[src/design/rrf_pkg.sv]
// Shared constants and types for the request framer.
package rrf_pkg;

  localparam int LENGTH_BITS = 24;
  localparam int COUNT_BITS  = 16;
  localparam int PHASE_BITS  = 4;

  localparam logic [LENGTH_BITS-1:0] LEN_MAX = {LENGTH_BITS{1'b1}};
  localparam logic [COUNT_BITS-1:0]  CNT_MAX = {COUNT_BITS{1'b1}};

  localparam logic [LENGTH_BITS-1:0] MAX_LEN_RESET = LENGTH_BITS'(2097152);

  localparam logic [PHASE_BITS-1:0] PH_ARRAY      = 4'd0;
  localparam logic [PHASE_BITS-1:0] PH_NUM_FIRST  = 4'd1;
  localparam logic [PHASE_BITS-1:0] PH_NUM_SIGN   = 4'd2;
  localparam logic [PHASE_BITS-1:0] PH_NUM_DIGITS = 4'd3;
  localparam logic [PHASE_BITS-1:0] PH_NUM_LF     = 4'd4;
  localparam logic [PHASE_BITS-1:0] PH_LINE       = 4'd5;
  localparam logic [PHASE_BITS-1:0] PH_DATA       = 4'd6;
  localparam logic [PHASE_BITS-1:0] PH_DATA_CR    = 4'd7;
  localparam logic [PHASE_BITS-1:0] PH_DATA_LF    = 4'd8;

  localparam logic [1:0] KIND_COUNT = 2'd0;
  localparam logic [1:0] KIND_BULK  = 2'd1;
  localparam logic [1:0] KIND_INT   = 2'd2;

  localparam logic [1:0] ST_OK    = 2'd0;
  localparam logic [1:0] ST_PROTO = 2'd1;
  localparam logic [1:0] ST_BIG   = 2'd2;

  localparam logic [7:0] CH_STAR   = 8'h2A;
  localparam logic [7:0] CH_DOLLAR = 8'h24;
  localparam logic [7:0] CH_COLON  = 8'h3A;
  localparam logic [7:0] CH_MINUS  = 8'h2D;
  localparam logic [7:0] CH_ZERO   = 8'h30;
  localparam logic [7:0] CH_NINE   = 8'h39;
  localparam logic [7:0] CH_CR     = 8'h0D;
  localparam logic [7:0] CH_LF     = 8'h0A;

  typedef struct packed {
    logic                   package_done;
    logic [1:0]             status;
    logic [LENGTH_BITS-1:0] req_length;
    logic [COUNT_BITS-1:0]  lines_done;
  } rrf_result_t;

  typedef struct packed {
    logic       full;
    logic [7:0] data_byte;
  } rrf_item_t;

endpackage

[src/design/rrf_ifs.sv]
// Channel interfaces: byte input, result output, configuration write.
interface rrf_byte_if;
  logic       valid;
  logic       ready;
  logic [7:0] data_byte;
  modport source (output valid, output data_byte, input ready);
  modport sink   (input valid, input data_byte, output ready);
endinterface

interface rrf_result_if;
  import rrf_pkg::*;
  logic                   valid;
  logic                   ready;
  logic                   package_done;
  logic [1:0]             status;
  logic [LENGTH_BITS-1:0] req_length;
  logic [COUNT_BITS-1:0]  lines_done;
  modport source (output valid, output package_done, output status,
                  output req_length, output lines_done, input ready);
  modport sink   (input valid, input package_done, input status,
                  input req_length, input lines_done, output ready);
endinterface

interface rrf_cfg_if;
  import rrf_pkg::*;
  logic                   valid;
  logic                   ready;
  logic [LENGTH_BITS-1:0] max_req_length;
  modport source (output valid, output max_req_length, input ready);
  modport sink   (input valid, input max_req_length, output ready);
endinterface

[src/design/rrf_in_reg.sv]
// Input register: holds one received byte until the parser takes it.
module rrf_in_reg (
  input  logic              clk,
  input  logic              rst,
  rrf_byte_if.sink          data,
  input  logic              take,
  output rrf_pkg::rrf_item_t item
);
  import rrf_pkg::*;

  logic       full;
  logic [7:0] data_byte;

  assign data.ready = !full || take;

  always_ff @(posedge clk) begin
    if (rst) begin
      full <= 1'b0;
    end else if (data.ready) begin
      full <= data.valid;
    end
  end

  always_ff @(posedge clk) begin
    if (data.valid && data.ready) begin
      data_byte <= data.data_byte;
    end
  end

  assign item.full      = full;
  assign item.data_byte = data_byte;
endmodule

[src/design/rrf_parse.sv]
// Framing state machine: one step per byte, number accumulation and limits.
module rrf_parse (
  input  logic                                clk,
  input  logic                                rst,
  input  logic                                step,
  input  logic [7:0]                          data_byte,
  input  logic [rrf_pkg::LENGTH_BITS-1:0]     max_len,
  output rrf_pkg::rrf_result_t                res
);
  import rrf_pkg::*;

  logic [PHASE_BITS-1:0]  phase, phase_next;
  logic [LENGTH_BITS-1:0] acc, acc_next;
  logic                   neg, neg_next;
  logic [1:0]             kind, kind_next;
  logic [COUNT_BITS-1:0]  lines_exp, lines_exp_next;
  logic [COUNT_BITS-1:0]  lines_seen, lines_seen_next;
  logic [LENGTH_BITS-1:0] bulk_left, bulk_left_next;
  logic [LENGTH_BITS-1:0] bytes, bytes_next;

  logic [LENGTH_BITS-1:0] bytes_inc;
  logic                   is_digit;
  logic [LENGTH_BITS+3:0] acc_mul;
  logic [LENGTH_BITS-1:0] acc_dig;
  logic [COUNT_BITS-1:0]  lines_inc;
  logic                   fin_done;
  logic [LENGTH_BITS:0]   bulk_sum;
  logic                   neg_val;
  logic [COUNT_BITS-1:0]  cnt_sat;
  logic [1:0]             status;
  logic                   done;
  logic [COUNT_BITS-1:0]  lines_out;

  assign bytes_inc = (bytes != LEN_MAX) ? bytes + 1'b1 : bytes;
  assign is_digit  = (data_byte >= CH_ZERO) && (data_byte <= CH_NINE);
  // acc * 10 + digit as shifts
  assign acc_mul   = ({4'd0, acc} << 3) + ({4'd0, acc} << 1)
                     + {{(LENGTH_BITS){1'b0}}, data_byte[3:0]};
  assign acc_dig   = (acc_mul > {4'd0, LEN_MAX}) ? LEN_MAX : acc_mul[LENGTH_BITS-1:0];
  assign lines_inc = (lines_seen != CNT_MAX) ? lines_seen + 1'b1 : lines_seen;
  assign fin_done  = lines_inc >= lines_exp;
  assign bulk_sum  = {1'b0, bytes_inc} + {1'b0, acc};
  assign neg_val   = neg && (acc != '0);
  assign cnt_sat   = (acc > LENGTH_BITS'(CNT_MAX)) ? CNT_MAX : acc[COUNT_BITS-1:0];

  always_comb begin
    phase_next      = phase;
    acc_next        = acc;
    neg_next        = neg;
    kind_next       = kind;
    lines_exp_next  = lines_exp;
    lines_seen_next = lines_seen;
    bulk_left_next  = bulk_left;
    bytes_next      = bytes_inc;
    status          = ST_OK;
    done            = 1'b0;

    if (bytes_inc > max_len) begin
      status = ST_BIG;
    end else begin
      case (phase)
        PH_ARRAY: begin
          if (data_byte == CH_STAR) begin
            kind_next  = KIND_COUNT;
            acc_next   = '0;
            neg_next   = 1'b0;
            phase_next = PH_NUM_FIRST;
          end else begin
            status = ST_PROTO;
          end
        end
        PH_NUM_FIRST: begin
          if (data_byte == CH_MINUS) begin
            neg_next   = 1'b1;
            phase_next = PH_NUM_SIGN;
          end else if (is_digit) begin
            acc_next   = acc_dig;
            phase_next = PH_NUM_DIGITS;
          end else begin
            status = ST_PROTO;
          end
        end
        PH_NUM_SIGN: begin
          if (is_digit) begin
            acc_next   = acc_dig;
            phase_next = PH_NUM_DIGITS;
          end else begin
            status = ST_PROTO;
          end
        end
        PH_NUM_DIGITS: begin
          if (is_digit) begin
            acc_next   = acc_dig;
            phase_next = PH_NUM_DIGITS;
          end else if (data_byte == CH_CR) begin
            phase_next = PH_NUM_LF;
          end else begin
            status = ST_PROTO;
          end
        end
        PH_NUM_LF: begin
          if (data_byte != CH_LF) begin
            status = ST_PROTO;
          end else if (kind == KIND_COUNT) begin
            if (neg_val || acc == '0) begin
              done = 1'b1;
            end else begin
              lines_exp_next = cnt_sat;
              phase_next     = PH_LINE;
            end
          end else if (kind == KIND_BULK) begin
            if (neg_val) begin
              // null bulk closes the line at once
              lines_seen_next = lines_inc;
              phase_next      = PH_LINE;
              done            = fin_done;
            end else if (bulk_sum > {1'b0, max_len}) begin
              status = ST_BIG;
            end else if (acc == '0) begin
              phase_next = PH_DATA_CR;
            end else begin
              bulk_left_next = acc;
              phase_next     = PH_DATA;
            end
          end else begin
            lines_seen_next = lines_inc;
            phase_next      = PH_LINE;
            done            = fin_done;
          end
        end
        PH_LINE: begin
          if (data_byte == CH_DOLLAR || data_byte == CH_COLON) begin
            kind_next  = (data_byte == CH_DOLLAR) ? KIND_BULK : KIND_INT;
            acc_next   = '0;
            neg_next   = 1'b0;
            phase_next = PH_NUM_FIRST;
          end else begin
            status = ST_PROTO;
          end
        end
        PH_DATA: begin
          if (bulk_left != '0) begin
            bulk_left_next = bulk_left - 1'b1;
          end
          if (bulk_left_next == '0) begin
            phase_next = PH_DATA_CR;
          end
        end
        PH_DATA_CR: begin
          if (data_byte == CH_CR) begin
            phase_next = PH_DATA_LF;
          end else begin
            status = ST_PROTO;
          end
        end
        PH_DATA_LF: begin
          if (data_byte == CH_LF) begin
            lines_seen_next = lines_inc;
            phase_next      = PH_LINE;
            done            = fin_done;
          end else begin
            status = ST_PROTO;
          end
        end
        default: begin
          status = ST_PROTO;
        end
      endcase
    end

    if (status != ST_OK) begin
      done = 1'b0;
    end
    lines_out = lines_seen_next;

    if (done || status != ST_OK) begin
      phase_next      = PH_ARRAY;
      acc_next        = '0;
      neg_next        = 1'b0;
      kind_next       = KIND_COUNT;
      lines_exp_next  = '0;
      lines_seen_next = '0;
      bulk_left_next  = '0;
      bytes_next      = '0;
    end
  end

  always_ff @(posedge clk) begin
    if (rst) begin
      phase      <= PH_ARRAY;
      acc        <= '0;
      neg        <= 1'b0;
      kind       <= KIND_COUNT;
      lines_exp  <= '0;
      lines_seen <= '0;
      bulk_left  <= '0;
      bytes      <= '0;
    end else if (step) begin
      phase      <= phase_next;
      acc        <= acc_next;
      neg        <= neg_next;
      kind       <= kind_next;
      lines_exp  <= lines_exp_next;
      lines_seen <= lines_seen_next;
      bulk_left  <= bulk_left_next;
      bytes      <= bytes_next;
    end
  end

  assign res.package_done = done;
  assign res.status       = status;
  assign res.req_length   = bytes_inc;
  assign res.lines_done   = lines_out;
endmodule

[src/design/rrf_out_reg.sv]
// Result register: holds one result word until the sink takes it.
module rrf_out_reg (
  input  logic                clk,
  input  logic                rst,
  input  logic                load,
  input  rrf_pkg::rrf_result_t d,
  output logic                free,
  rrf_result_if.source        result
);
  import rrf_pkg::*;

  logic        valid;
  rrf_result_t held;

  assign free = !valid || result.ready;

  always_ff @(posedge clk) begin
    if (rst) begin
      valid <= 1'b0;
    end else if (free) begin
      valid <= load;
    end
  end

  always_ff @(posedge clk) begin
    if (load) begin
      held <= d;
    end
  end

  assign result.valid        = valid;
  assign result.package_done = held.package_done;
  assign result.status       = held.status;
  assign result.req_length   = held.req_length;
  assign result.lines_done   = held.lines_done;
endmodule

[src/design/resp_request_framer_core.sv]
// Request framer top level: input register, parser step, result register.
// Each accepted byte is stepped through the parser from the input register, and its result word
// is held in the result register. Throughput: one byte per cycle while the result sink takes
// words; the parser state register closes its loop through the decimal multiply-by-ten and the length compares.
// Reset (rst, synchronous): parser to the array-marker phase, counters cleared,
// both registers empty, max_req_length to 2097152.
module resp_request_framer_core (
  input  logic         clk,
  input  logic         rst,
  rrf_byte_if.sink     data,
  rrf_result_if.source result,
  rrf_cfg_if.sink      cfg
);
  import rrf_pkg::*;

  logic [LENGTH_BITS-1:0] max_len;
  rrf_item_t              item;
  rrf_result_t            res;
  logic                   free;
  logic                   step;

  assign cfg.ready = 1'b1;

  always_ff @(posedge clk) begin
    if (rst) begin
      max_len <= MAX_LEN_RESET;
    end else if (cfg.valid) begin
      max_len <= cfg.max_req_length;
    end
  end

  assign step = item.full && free;

  rrf_in_reg u_in (
    .clk  (clk),
    .rst  (rst),
    .data (data),
    .take (step),
    .item (item)
  );

  rrf_parse u_parse (
    .clk       (clk),
    .rst       (rst),
    .step      (step),
    .data_byte (item.data_byte),
    .max_len   (max_len),
    .res       (res)
  );

  rrf_out_reg u_out (
    .clk    (clk),
    .rst    (rst),
    .load   (step),
    .d      (res),
    .free   (free),
    .result (result)
  );
endmodule

[src/flat_wrapper.sv]
// flat-port wrapper written by rule: the top's interface ports become plain ports
module resp_request_framer_core_flat import rrf_pkg::*;
  (clk, rst, data_valid, data_data_byte, data_ready, result_valid, result_package_done, result_status, result_req_length, result_lines_done, result_ready, cfg_valid, cfg_max_req_length, cfg_ready);
  rrf_byte_if data_i ();
  rrf_result_if result_i ();
  rrf_cfg_if cfg_i ();
  input  logic clk;
  input  logic rst;
  input wire logic [$bits(data_i.valid)-1:0] data_valid;
  input wire logic [$bits(data_i.data_byte)-1:0] data_data_byte;
  output wire logic [$bits(data_i.ready)-1:0] data_ready;
  output wire logic [$bits(result_i.valid)-1:0] result_valid;
  output wire logic [$bits(result_i.package_done)-1:0] result_package_done;
  output wire logic [$bits(result_i.status)-1:0] result_status;
  output wire logic [$bits(result_i.req_length)-1:0] result_req_length;
  output wire logic [$bits(result_i.lines_done)-1:0] result_lines_done;
  input wire logic [$bits(result_i.ready)-1:0] result_ready;
  input wire logic [$bits(cfg_i.valid)-1:0] cfg_valid;
  input wire logic [$bits(cfg_i.max_req_length)-1:0] cfg_max_req_length;
  output wire logic [$bits(cfg_i.ready)-1:0] cfg_ready;
  assign data_i.valid = data_valid;
  assign data_i.data_byte = data_data_byte;
  assign data_ready = data_i.ready;
  assign result_valid = result_i.valid;
  assign result_package_done = result_i.package_done;
  assign result_status = result_i.status;
  assign result_req_length = result_i.req_length;
  assign result_lines_done = result_i.lines_done;
  assign result_i.ready = result_ready;
  assign cfg_i.valid = cfg_valid;
  assign cfg_i.max_req_length = cfg_max_req_length;
  assign cfg_ready = cfg_i.ready;
  resp_request_framer_core u_core (.clk(clk), .rst(rst), .data(data_i), .result(result_i), .cfg(cfg_i));
endmodule
[config.mk]
export PLATFORM = sky130hd
export DESIGN_NAME = resp_request_framer_core_flat
export DESIGN_NICKNAME = d
export VERILOG_FILES = /design/src/design/rrf_pkg.sv /design/src/design/rrf_ifs.sv /design/src/design/rrf_in_reg.sv /design/src/design/rrf_parse.sv /design/src/design/rrf_out_reg.sv /design/src/design/resp_request_framer_core.sv /design/src/flat_wrapper.sv
export SDC_FILE = /design/constraint.sdc
export NUM_CORES = 1
export LEC_CHECK = 0
export ABC_AREA = 1
export BUFFER_PORTS_ARGS = -buffer_cell sky130_fd_sc_hd__buf_2
export CORE_ASPECT_RATIO = 0.7
export CORE_UTILIZATION = 50
export CTS_CLUSTER_DIAMETER = 50
export DETAILED_ROUTE_END_ITERATION = 8
export GPL_TIMING_DRIVEN = 0
export PLACE_DENSITY = 0.71
export SYNTH_ARGS = -nofsm -noshare
export SYNTH_HDL_FRONTEND = slang
export SYNTH_SLANG_ARGS = --single-unit
[constraint.sdc]
create_clock -name clk -period 5.64 [get_ports clk]
set_input_delay 0.846 -clock clk [delete_from_list [all_inputs] [get_ports clk]]
set_output_delay 0.846 -clock clk [all_outputs]
set_load 0.1 [all_outputs]
* Word level (Yosys, flattened, before mapping)
Cells that the tools add are included.
** Word-level totals
- Register bits after elaboration :: 188
- Word-level logic and storage cells :: 190
** Cells by class
- $add $sub $neg :: 6
- Equality and inequality tests :: 37
- Mux-type cells :: 92
- Magnitude comparators :: 7
- Reductions and logical operators :: 32
** Operators by type and width (count)
- $mux W24 :: 20
- $mux W16 :: 15
- $pmux W24 S4 :: 1
- $mux W4 :: 17
- $logic_not A24 Y1 :: 2
- $pmux W24 S2 :: 1
- $reduce_bool A24 Y1 :: 2
- $ne A3 B3 Y1 const B :: 13
- $pmux W4 S9 :: 1
- $eq A8 B6 Y1 const B :: 4
- $pmux W16 S2 :: 1
- $add A27 B25 Y28 :: 1
- $add A28 B4 Y28 :: 1
- $gt A28 B24 Y1 const B :: 1
- $add A24 B24 Y25 :: 1
- $gt A25 B24 Y1 :: 1
- $add A24 B1 Y24 const B :: 1
- $gt A24 B16 Y1 const B :: 1
- $gt A24 B24 Y1 :: 1
- $ne A24 B24 Y1 const B :: 1
- $sub A24 B1 Y24 const B :: 1
- $mux W2 :: 11
- $mux W1 :: 21
- $pmux W2 S9 :: 1
- 33 further kinds :: 54

* Longest topological paths before layout
Gate-level depths: netlist (run 1).
- Depth in word-level cells :: 16
- Depth in mapped cells :: 37
- Gate-level depth less buffers :: 36

* Hierarchy
A second synthesis (run 1) with hierarchy kept.
** Unflattened totals
- Cell total of the unflattened synthesis :: 2148
- Area total of the unflattened synthesis :: 14813.0 µm²
** Modules (own cells, without submodules)
- rrf_parse :: instances 1, cells an instance 1930, area an instance 12182.9 µm², sequential area each 2222.1 µm²
- rrf_out_reg :: instances 1, cells an instance 48, area an instance 1333.8 µm², sequential area each 1311.3 µm²
- resp_request_framer_core :: instances 1, cells an instance 155, area an instance 1001.0 µm², sequential area each 480.5 µm²
- rrf_in_reg :: instances 1, cells an instance 15, area an instance 295.3 µm², sequential area each 260.2 µm²

* Worst setup path after synthesis (run 1)
Ideal clock, no wire load.
- Kind :: register to register
- Start :: register u_core.u_parse.bytes[0]
- End :: register u_core.u_parse.acc[18]
- Data arrival time :: 5.050 ns
- Setup slack :: 0.477 ns
- Clock period less this slack :: 5.163 ns
- Cell stages (with the launch flop) :: 37
- Cells stage by stage :: dfxtp_1 ha_1 nand4_1 nor2_1 nand3b_1 nor2_1 xor2_1 inv_1 ha_1 fa_1 nand3_1 nand2_1 nand2_1 nand2_1 a21oi_1 o21bai_1 nand2_1 nand3_1 a21oi_1 o21ai_0 a31oi_1 xnor2_1 ha_1 nand2_1 nor2_1 nand3_1 nor3_1 nand4_1 nand4_2 nand3_4 nor2_8 nand3_1 nand3_2 buf_2 nand2_1 nand2_1 nor2_1
** RTL lines
- start: declaration :: RTL line rrf_parse.sv:19 : logic [LENGTH_BITS-1:0] bytes, bytes_next;
- start signal: assignment :: RTL line rrf_parse.sv:206 : bytes <= bytes_next;
- end signal: assignment :: RTL line rrf_parse.sv:200 : acc <= acc_next;
- end: declaration :: RTL line rrf_parse.sv:13 : logic [LENGTH_BITS-1:0] acc, acc_next;

==> results of run 1 <==
==> final cells by class <==
cell class | count | area share
clock inverters | 15 | 0.01359
repair buffers | 136 | 0.05350
well taps | 364 | 0.02778
inverters | 218 | 0.04992
multi-input cells | 1466 | 0.5456
flip-flops and latches | 188 | 0.2631
plain buffers | 56 | 0.02061
clock buffers | 17 | 0.02595
==> critical path: cells and delay by family, from the launching register on <==
family          cells  cell delay (ns)
flops               1             0.37
buf+inv             5             0.50
fa+ha+maj           2             0.61
simple gates       25             2.65
xor+xnor            2             0.50
compound gates      5             0.77
==> state kept, by name, summed over array words and instances (netlist names) <==
register,count
u_core.max_len,24
u_core.u_out.result.req_length,24
u_core.u_parse.acc,24
u_core.u_parse.bulk_left,24
u_core.u_parse.bytes,24
u_core.u_out.result.lines_done,16
u_core.u_parse.lines_exp,16
u_core.u_parse.lines_seen,16
u_core.u_in.data_byte,8
u_core.u_parse.phase,4
u_core.u_out.result.status,2
u_core.u_parse.kind,2
u_core.u_in.full,1
u_core.u_out.result.package_done,1
u_core.u_out.result.valid,1
u_core.u_parse.neg,1
==> final timing paths <==
kind                                  to                    start  slack, ns
setup / recovery   u_core.u_parse.acc[1]  u_core.u_parse.bytes[8]       0.11
hold / removal    u_core.u_parse.kind[0]   u_core.u_parse.kind[0]       0.47
setup reg to reg   u_core.u_parse.acc[1]  u_core.u_parse.bytes[8]       0.11
hold reg to reg   u_core.u_parse.kind[0]   u_core.u_parse.kind[0]       0.47
==> placed cells by master, fill, tap and decap left out, types with 44 or more instances in the layout <==
cell                       synthesis  final
sky130_fd_sc_hd__a21oi_1         188    179
sky130_fd_sc_hd__a22oi_1          44     44
sky130_fd_sc_hd__buf_2            12     84
sky130_fd_sc_hd__buf_4             4     54
sky130_fd_sc_hd__dfxtp_1         137    124
sky130_fd_sc_hd__edfxtp_1         51     51
sky130_fd_sc_hd__ha_1            140    131
sky130_fd_sc_hd__inv_1           210    203
sky130_fd_sc_hd__nand2_1         384    359
sky130_fd_sc_hd__nand3_1          75     69
sky130_fd_sc_hd__nor2_1          286    269
sky130_fd_sc_hd__o21ai_0         107    103
sky130_fd_sc_hd__xor2_1           52     45
==> routing by layer <==
layer	vias up	global-route usage	wire length (um)
met1	6375	0.4220	19800
met4	0	0.08718	940
li1	6762	-	-
met2	533	0.4231	18010
met5	-	0	0
met3	73	0.06357	3489
==> stage by stage <==
stage               utilization  hold WS [ns]  worst slack [ns]  std cells
floorplan                     -        0.4413            0.4770       1929
global placement         0.5423        0.4546           -0.9871       2373
detailed placement       0.5430        0.4593            -1.046       2374
CTS                      0.5797        0.4715          0.005517       2420
global route             0.6108        0.5077           -0.1838       2460
finish                   0.6108        0.4723            0.1063       2460
==> cell families after synthesis <==
group | synth area share
simple gates | 0.2644
compound gates | 0.1569
buf+inv | 0.08029
flops | 0.3120
fa+ha+maj | 0.1323
xor+xnor | 0.05307
other cells | 0.0002738
mux | 0.0007308
==> power groups by stage <==
| stage | Sequential, mW | Combinational [mW] | Clock, mW |
|---|---|---|---|
| 3_5_place_dp | 1.56 | 1.02 | 0 |
| 5_1_grt | 1.53 | 1.22 | 1.41 |
| 6_report | 1.53 | 1.11 | 1.34 |
| 3_3_place_gp | 1.56 | 0.998 | 0 |
| 4_1_cts | 1.53 | 1.04 | 1.34 |
| 2_1_floorplan | 1.64 | 0.674 | 0 |
==> timing repair <==
action                     CTS  global route
buffers inserted            14            37
hold buffers                 0             0
hold endpoints to repair     0             0
resized for setup           61           126
pin swaps                   13            60
setup endpoints to repair  113           112
cloned                       1             3
==> summary.txt, run 1 <==
Clock tree
  – CTS H-tree lvls: 4
  – CTS clk-pin slew, worst paths: 0.08 ns
  – Number of buffers on the longest clock path: 2
  – TritonCTS clock tree: yes
  – TritonCTS buffer count: 17
  – Insertion delay to the later sink of the worst-skew pair: 0.48 ns
  – Total clock sinks: 188
  – Clock tree root driver cell: sky130_fd_sc_hd__clkbuf_16

Synthesis
  – Ranking of synthesized cells by instance count: sky130_fd_sc_hd__nand2_1, sky130_fd_sc_hd__nor2_1, sky130_fd_sc_hd__inv_1
  – Cell type contributing the most total cell area after synthesis: sky130_fd_sc_hd__dfxtp_1
  – Sequential area share after synthesis: 0.3120
  – Share of the synthesized area in the top cell type: 0.2002
  – Combined area of all synthesized cells: 13,700 sq um
  – YS warnings: 0
  – Post-synthesis net count: 2,109
  – Synth area leaders: sky130_fd_sc_hd__dfxtp_1, sky130_fd_sc_hd__ha_1, sky130_fd_sc_hd__edfxtp_1
  – Average cell area after synthesis: 7.101 sq um
  – Most numerous cell in the Yosys netlist: sky130_fd_sc_hd__nand2_1
  – Number of standard cells after synthesis: 1,929
  – Post-synth EDFFs: 51
  – Share of synthesized registers carrying an async set or reset: 0
  – Primary flip-flop cell chosen by synthesis mapping: sky130_fd_sc_hd__dfxtp_1
  – Number of different library cells in the post-synthesis netlist: 55
  – Synth Register Bits: 188

Pwr
  – Switching part of the total power: 0.3646
  – Internal power summed over all cells: 2.530 mW
  – Sum of internal, switching and leakage power: 3.982 mW
  – Part of the total power dissipated in combinational logic: 0.279
  – Sequential share of power: 0.384
  – Clock share of power: 0.337
  – Static Leak: 7.397 nW
  – Power density of the placed cells: 242.9 nW/um^2
  – Peak ir drop on the vdd network: 0.2199 mV
  – P_sw: 1.452 mW

Route
  – First-pass iteration count of the detailed router: 7
  – Number of DRC violations after detailed-routing iteration 0: 1,217
  – Number of nets with antenna violations after detailed routing: 0
  – Post-detailed-route DRC marker count: 0
  – Wire length after detailed routing: 42,230 um
  – Routed via count divided by cell count: 5.587
  – Total via count after detailed routing: 13,743
  – Final routed wire length divided by cell count: 17.17 um

STA
  – Slew Limit Headroom: 0.2287
  – Slew @ Worst Pin: 1.145 ns
  – Fmax: 180.7 MHz
  – Shortest clock period the worst path allows after layout: 5.534 ns
  – Fin. Hold Viols: 0
  – Post-route clock period utilization: 0.9812
  – Unrepaired setup endpoints after global routing: true
  – Setup Total Neg Slack: 0 ns
  – Final Max Slew Viols: 0
  – Clock tree skew after final layout: 0.01831 ns
  – Setup-failing EPs final: 0

Outcome
  – Outcome: complete, no violations

Critical path
  – Most frequent cell on the critical path: sky130_fd_sc_hd__nand2_2
  – Endpoint class of the critical path: flop
  – Maximum net fanout on the critical path: 6
  – Required time of the worst setup path: 6.01 ns
  – Nature of the critical path startpoint: flop
  – Crit path DAT: 5.90 ns
  – Highest cell delay on the worst timing path: 0.37 ns
  – Reg2reg path depth: 39
  – Cell at the slowest stage of the critical path: sky130_fd_sc_hd__dfxtp_4
  – Worst setup path category: flop to flop

Flow run
  – Max cap viols: 0

GRT
  – Wire length of the first global-routing pass: 62,700 um
  – Overall fraction of global-route tracks in use: 0.2898
  – Number of global-route vias before repair: 12,141
  – Initial antenna violation count: 0
  – Remaining global-route overflow: 0
  – Largest net degree at the start of global routing: 35

Die
  – Full die area: 28,070 sq um
  – Number of rows in the core area: 50
  – Boundary pin count: 83
  – Core outline area: 26,840 sq um
  – Width of the die: 199.8 um
  – Die outline height: 140.5 um
  – Initial standard-cell utilization of the core: 0.5104

Cells and area
  – Layout filler cell count: 2,335
  – Final standard cell area without fillers: 16,390 sq um
  – Area taken by flip-flops and latches: 4313 sq um
  – Diode count: 0
  – Layout cells sized above 1: 0.1617
  – Area taken by multi-input logic gates: 8944 sq um
  – Post-synthesis to final-layout area growth: 19.67%
  – Fin nets: 2,263

Place
  – Area after DPL: 14,570 sq um
  – Final Wtd Congestion: 0.9410
  – Post-DP HPWL: 30,710 um
  – IO buf count: 80

Hold path
  – Class of the tightest hold or removal check: flop to flop
  – Number of cells on the worst hold path: 2
No activity file was read; power rests on OpenSTA's default activity.
==> run 2, diff against run 1 <==
Clock period 5.64 ns to 5.2 ns, I/O delays scaled along.
==> run 2 against run 1 <==
The run now ends with setup timing left. Critical endpoint is now u_core.u_parse.bulk_left[6]. Via count up 2.3%. Flip-flop and latch count is the same. Worst hold slack worse by 0.0027 ns. Total power up 11%. Clock power is 8% higher. Wire length increased by 3.5%. Sequential share of layout area shrank 0.96 points. Maximum frequency increased by 1.3%. Register-to-register slack worse by 0.37 ns.
==> summary.txt, run 2 (synthesis gave the netlist of run 1 again) <==
Clock tree
  – Hold_buf cts: 0 (unchanged)
  – Total clock sinks: 188 (unchanged)
  – Clock tree root driver cell: sky130_fd_sc_hd__clkbuf_16
  – TritonCTS buffer count: 17 (unchanged)
  – TritonCTS clock tree: yes
  – CTS H-tree lvls: 4 (unchanged)
  – Insertion delay to the later sink of the worst-skew pair: 0.47 ns (about the same)
  – Number of buffers on the longest clock path: 2 (unchanged)
  – CTS clk-pin slew, worst paths: 0.08 ns (about the same)

Route
  – Number of DRC violations after detailed-routing iteration 0: 1,208 (-0.74%)
  – Total via count after detailed routing: 14,054 (+2.3%)
  – Wire length after detailed routing: 43,700 um (+3.5%)
  – Number of nets with antenna violations after detailed routing: 0 (unchanged)
  – Post-detailed-route DRC marker count: 0 (unchanged)
  – Routed via count divided by cell count: 5.649 (+1.1%)
  – Final routed wire length divided by cell count: 17.57 um (+2.3%)
  – First-pass iteration count of the detailed router: 9 (+2)

Place
  – Final Wtd Congestion: 0.9410 (unchanged)
  – Post-DP HPWL: 30,710 um (unchanged)
  – Area after DPL: 14,570 sq um (unchanged)
  – IO buf count: 80 (unchanged)
  – DP Cell Count: 2,374 (unchanged)

GRT
  – Largest net degree at the start of global routing: 35 (unchanged)
  – Initial antenna violation count: 1 (+1)
  – Remaining global-route overflow: 0 (unchanged)
  – Wire length of the first global-routing pass: 66,610 um (+6.2%)
  – Overall fraction of global-route tracks in use: 0.3088 (+0.01892)
  – Number of global-route vias before repair: 12,693 (+4.5%)

Cells and area
  – Fin cells: 2,488 (+1.1%)
  – Diode count: 0 (unchanged)
  – Final standard cell area without fillers: 17,000 sq um (+3.7%)
  – Top library cells by usage in the layout, fill and taps aside: sky130_fd_sc_hd__nand2_1, sky130_fd_sc_hd__nor2_1, sky130_fd_sc_hd__inv_1
  – Fin nets: 2,291 (+1.2%)
  – Layout cells sized above 1: 0.2034 (+0.04165)
  – Final core utilization: 0.6335 (+0.02266)
  – Most frequent standard cell in the layout excluding fill and tap cells: sky130_fd_sc_hd__nand2_1
  – Layout filler cell count: 2,265 (-3.0%)
  – Post-synthesis to final-layout area growth: 24.11%

STA
  – Slew @ Worst Pin: 1.224 ns (+0.07894 ns)
  – Post-layout worst setup margin: -0.2654 ns (-0.3717 ns)
  – Slew Limit Headroom: 0.1755 (-0.05318)
  – Final Max Slew Viols: 0 (unchanged)
  – Setup Total Neg Slack: -20.12 ns (-20.12 ns)
  – Shortest clock period the worst path allows after layout: 5.465 ns (-0.06834 ns)
  – Clock tree skew after final layout: 0.01555 ns (-0.002754 ns)
  – Unrepaired setup endpoints after global routing: true
  – Fin. Hold Viols: 0 (unchanged)
  – Fmax: 183.0 MHz (+1.3%)
  – Post-route clock period utilization: 1.051 (+0.06988)
  – Setup-failing EPs final: 111 (+111)

Critical path
  – Endpoint class of the critical path: flop
  – Required time of the worst setup path: 5.59 ns (-0.42 ns)
  – Worst setup path category: flop to flop
  – Reg2reg path depth: 32 (-18%)
  – Highest cell delay on the worst timing path: 0.39 ns (+0.02 ns)
  – Cell at the slowest stage of the critical path: sky130_fd_sc_hd__ha_1
  – Crit path DAT: 5.86 ns (-0.04 ns)
  – Maximum net fanout on the critical path: 6 (unchanged)
  – Nature of the critical path startpoint: flop

Outcome
  – Outcome: finished with violations
  – Failing checks: setup timing

Flow run
  – Max cap viols: 0 (unchanged)

Die
  – Full die area: 28,070 sq um (unchanged)
  – Initial standard-cell utilization of the core: 0.5104 (unchanged)
  – Boundary pin count: 83 (unchanged)
  – Core outline area: 26,840 sq um (unchanged)
  – Number of rows in the core area: 50 (unchanged)
  – Width of the die: 199.8 um (unchanged)
  – Die outline height: 140.5 um (unchanged)

Pwr
  – Peak ir drop on the vdd network: 0.2379 mV (+8.1%)
  – Sum of internal, switching and leakage power: 4.408 mW (+11%)
  – Static Leak: 7.653 nW (+3.5%)
  – Power density of the placed cells: 259.3 nW/um^2 (+6.7%)

Hold path
  – Class of the tightest hold or removal check: flop to flop
  – Number of cells on the worst hold path: 2 (unchanged)
[run 2: changes by cell type in the layout (fill, tap and decap cells not counted), moves of 3 or more]
cell / change
sky130_fd_sc_hd__buf_8: +3
sky130_fd_sc_hd__o21ai_2: +6
sky130_fd_sc_hd__nand2_1: -3
sky130_fd_sc_hd__a21oi_2: +28
sky130_fd_sc_hd__buf_4: +15
sky130_fd_sc_hd__a21oi_1: -29
sky130_fd_sc_hd__o21ai_0: -14
sky130_fd_sc_hd__nor2_4: +4
sky130_fd_sc_hd__nor2_1: -18
sky130_fd_sc_hd__nor2_2: +14
sky130_fd_sc_hd__o21ai_1: +8
sky130_fd_sc_hd__buf_6: +11
[run 2: path summary, 6_finish.rpt]
check | startpoint | to | slack [ns]
worst min-delay path | u_core.u_parse.neg | u_core.u_parse.neg | 0.47
worst max register to register | u_core.u_parse.bytes[1] | u_core.u_parse.bulk_left[6] | -0.27
worst max-delay path | u_core.u_parse.bytes[1] | u_core.u_parse.bulk_left[6] | -0.27
worst min register to register | u_core.u_parse.neg | u_core.u_parse.neg | 0.47
[run 2: metrics by stage]
stage | hold slack [ns] | setup WS (ns)
4_1_cts | 0.4715 | -0.1280
3_3_place_gp | 0.4546 | -1.427
2_1_floorplan | 0.4413 | 0.03697
5_1_grt | 0.4697 | -0.5304
3_5_place_dp | 0.4593 | -1.486
6_report | 0.4697 | -0.2654
[run 2: power by group]
part / total [mW] / switching (mW) / internal, mW
Sequential: 1.66 / 0.0914 / 1.57
Combinational: 1.29 / 0.860 / 0.434
Clock: 1.45 / 0.669 / 0.785
[run 2: layout make-up]
cell class	instances	area (sq um)	share of cell area
Sequential cell	188	4310	0.2535
Tap cell	364	455.4	0.02679
Inverter	218	818.3	0.04813
Buffer	56	389.1	0.02289
Timing Repair Buffer	164	1134	0.06668
Clock buffer	17	425.4	0.02502
Multi-Input combinational cell	1466	9246	0.5439
Clock inverter	15	222.7	0.01310
[run 2: worst max-delay path: cells and delay by family, from the launching register on]
| kind | cells | cell delay (ns) |
|---|---|---|
| XOR/XNOR | 1 | 0.14 |
| adder cells (fa/ha/maj) | 3 | 0.85 |
| buffers and inverters | 3 | 0.48 |
| AO/OA/AOI/OAI | 3 | 0.57 |
| AND/OR/NAND/NOR | 22 | 2.94 |
| flip-flops | 1 | 0.37 |
[run 2: timing repair]
action | CTS | global route
setup endpoints to repair | 123 | 124
setup buffers | 55 | 18
pin swaps | 78 | 47
resized for setup | 208 | 98
gates cloned | 9 | 1
[run 2: metal layers]
layer,vias up,global-route usage,part of all wire
met5,-,0,0.00030
met1,6542,0.4486,0.46
met4,2,0.09241,0.019
li1,6824,-,-
met2,611,0.4594,0.43
met3,75,0.05803,0.090
==> run 3, diff against run 2 <==
Settings changed: CELL_PAD_IN_SITES_DETAIL_PLACEMENT set to 1, CELL_PAD_IN_SITES_GLOBAL_PLACEMENT set to 1, CORE_UTILIZATION 50 to 46, PLACE_DENSITY 0.71 to 0.85.
==> run 3 against run 2 <==
Die area increased by 8.6%. Largest cell class unchanged. Critical path type unchanged. Core utilization down 0.89 points. Critical endpoint is now u_core.u_parse.lines_exp[2]. The flow finishes with violations (capacitance limit, slew limit, setup timing). Combinational power grew 31%. Clock power is 6% higher.
==> summary.txt, run 3 (synthesis gave the netlist of run 1 again) <==
Cells and area
  – Final standard cell area without fillers: 18,160 sq um (+6.8%)
  – Top library cells by usage in the layout, fill and taps aside: sky130_fd_sc_hd__nand2_1, sky130_fd_sc_hd__nor2_1, sky130_fd_sc_hd__inv_1
  – Fin nets: 2,319 (+1.2%)
  – Layout cells sized above 1: 0.2742 (+0.07077)
  – Most frequent standard cell in the layout excluding fill and tap cells: sky130_fd_sc_hd__nand2_1
  – Fin cells: 2,542 (+2.2%)
  – Post-synthesis to final-layout area growth: 32.60%

STA
  – Fin. Hold Viols: 0 (unchanged)
  – Final Max Slew Viols: 8 (+8)
  – Slew @ Worst Pin: 2.324 ns (+1.100 ns)
  – Post-layout worst setup margin: -2.565 ns (-2.299 ns)
  – Fmax: 128.8 MHz (-30%)
  – Clock tree skew after final layout: 0.03090 ns (+0.01535 ns)
  – Unrepaired setup endpoints after global routing: true
  – Shortest clock period the worst path allows after layout: 7.765 ns (+2.299 ns)
  – Slew Limit Headroom: -0.5657 (-0.7412)
  – Setup Total Neg Slack: -255.85 ns (-235.73 ns)
  – Post-route clock period utilization: 1.493 (+0.4422)
  – Setup-failing EPs final: 130 (+17%)

Critical path
  – Maximum net fanout on the critical path: 6 (unchanged)
  – Required time of the worst setup path: 5.53 ns (-0.06 ns)
  – Worst-case register-to-register setup slack: -2.56 ns (-2.30 ns)
  – Cell at the slowest stage of the critical path: sky130_fd_sc_hd__xor2_1
  – Worst setup path category: flop to flop
  – Endpoint class of the critical path: flop
  – Crit path DAT: 8.10 ns (+2.24 ns)
  – Most frequent cell on the critical path: sky130_fd_sc_hd__nand2_1
  – Highest cell delay on the worst timing path: 0.95 ns (+0.56 ns)
  – Nature of the critical path startpoint: flop

Pwr
  – Peak ir drop on the vdd network: 0.2095 mV (-12%)
  – Internal power summed over all cells: 2.845 mW (+2.1%)
  – Sum of internal, switching and leakage power: 4.909 mW (+11%)
  – Static Leak: 7.880 nW (+3.0%)
  – Clock share of power: 0.311 (-0.019)
  – Switching part of the total power: 0.4204 (+0.05272)
  – P_sw: 2.064 mW (+27%)
  – Power density of the placed cells: 270.3 nW/um^2 (+4.2%)
  – Sequential share of power: 0.345 (-0.032)
  – Part of the total power dissipated in combinational logic: 0.344 (+0.050)

Clock tree
  – TritonCTS buffer count: 17 (unchanged)
  – TritonCTS clock tree: yes
  – CTS clk-pin slew, worst paths: 0.09 ns (about the same)
  – Total clock sinks: 188 (unchanged)
  – Clock tree root driver cell: sky130_fd_sc_hd__clkbuf_16
  – Number of buffers on the longest clock path: 2 (unchanged)
  – Insertion delay to the later sink of the worst-skew pair: 0.52 ns (+0.05 ns)
  – Hold_buf cts: 0 (unchanged)
  – CTS H-tree lvls: 4 (unchanged)

Die
  – Die outline height: 146.4 um (+4.2%)
  – Initial standard-cell utilization of the core: 0.4710 (-0.03939)
  – Core outline area: 29,080 sq um (+8.4%)
  – Width of the die: 208.3 um (+4.2%)
  – Boundary pin count: 83 (unchanged)
  – Number of rows in the core area: 52 (+4.0%)
  – Full die area: 30,480 sq um (+8.6%)

Route
  – Number of DRC violations after detailed-routing iteration 0: 2,552 (+110%)
  – Final routed wire length divided by cell count: 32.47 um (+85%)
  – Post-detailed-route DRC marker count: 0 (unchanged)
  – Routed via count divided by cell count: 6.858 (+21%)
  – Number of nets with antenna violations after detailed routing: 0 (unchanged)
  – First-pass iteration count of the detailed router: 5 (-4)
  – Wire length after detailed routing: 82,550 um (+89%)
  – Total via count after detailed routing: 17,433 (+24%)

Hold path
  – Class of the tightest hold or removal check: input pin to flop

GRT
  – Wire length of the first global-routing pass: 92,430 um (+39%)
  – Initial antenna violation count: 17 (+16)
  – Remaining global-route overflow: 0 (unchanged)
  – Number of global-route vias before repair: 16,029 (+26%)
  – Overall fraction of global-route tracks in use: 0.3929 (+0.08410)
  – Largest net degree at the start of global routing: 44 (+26%)

Place
  – Post-DP HPWL: 37,020 um (+21%)
  – Placement-stage worst setup slack: -1.864 ns (-0.3775 ns)
  – IO buf count: 80 (unchanged)
  – Area after DPL: 14,590 sq um (+0.12%)
  – DP Cell Count: 2,388 (+0.59%)
  – Final Wtd Congestion: 0.9171 (-2.5%)

Outcome
  – Failing checks: capacitance limit, slew limit, setup timing
  – Outcome: finished with violations

Flow run
  – Max cap viols: 2 (+2)
==> run 3: timing repair <==
item	4_1_cts	5_1_grt
setup endpoints to repair	129	130
setup buffers	58	44
cloned	12	2
resized for setup	291	227
pin swaps	132	151
==> run 3: final cells by class <==
type / count / area (sq um)
Antenna cell: 12 / 30.03
Buffer: 56 / 420.4
Clock buffer: 22 / 454.2
Clock inverter: 10 / 138.9
Fill cell: 3531 / 10920
Inverter: 218 / 829.5
Multi-Input combinational cell: 1466 / 10030
Sequential cell: 188 / 4314
Tap cell: 378 / 473.0
Timing Repair Buffer: 191 / 1470
Timing Repair inverter: 1 / 7.507
==> run 3: worst paths after layout <==
check,start,cells after the start,to
hold reg to reg,u_core.u_parse.lines_exp[7],2,u_core.u_parse.lines_exp[7]
setup / recovery,u_core.u_parse.bytes[17],36,u_core.u_parse.lines_exp[2]
setup reg to reg,u_core.u_parse.bytes[17],36,u_core.u_parse.lines_exp[2]
hold / removal,data_data_byte[3],1,u_core.u_in.data_byte[3]
==> run 3: power groups by stage <==
| stage | Sequential (mW) | Clock [mW] | Combinational, mW |
|---|---|---|---|
| 2_1_floorplan | 1.78 | 0 | 0.731 |
| 4_1_cts | 1.66 | 1.41 | 1.30 |
| 5_1_grt | 1.69 | 1.54 | 1.75 |
| 3_3_place_gp | 1.69 | 0 | 1.10 |
| 6_report | 1.70 | 1.53 | 1.69 |
| 3_5_place_dp | 1.69 | 0 | 1.14 |
==> run 3: through the flow <==
stage	hold slack (ns)	utilization
final	0.4557	0.6245
after global routing	0.4615	0.6237
after global placement	0.4491	0.5010
after detailed placement	0.4601	0.5017
after floorplan	0.4413	-
after CTS	0.4693	0.5826
==> run 3: metal layers <==
layer  routed length (um)  track usage
met2                33580       0.6355
met1                27590       0.4840
met4                 8577       0.2385
met3                12340      0.07701
met5                  456      0.01567
==> run 3: worst max-delay path, delay by kind of cell, from the launching register on <==
kind | cells | cell delay, ns
fa+ha+maj | 2 | 0.99
compound gates | 2 | 0.38
buf+inv | 7 | 1.07
xor+xnor | 1 | 0.95
simple gates | 23 | 3.57
flops | 1 | 0.40
mux | 1 | 0.22
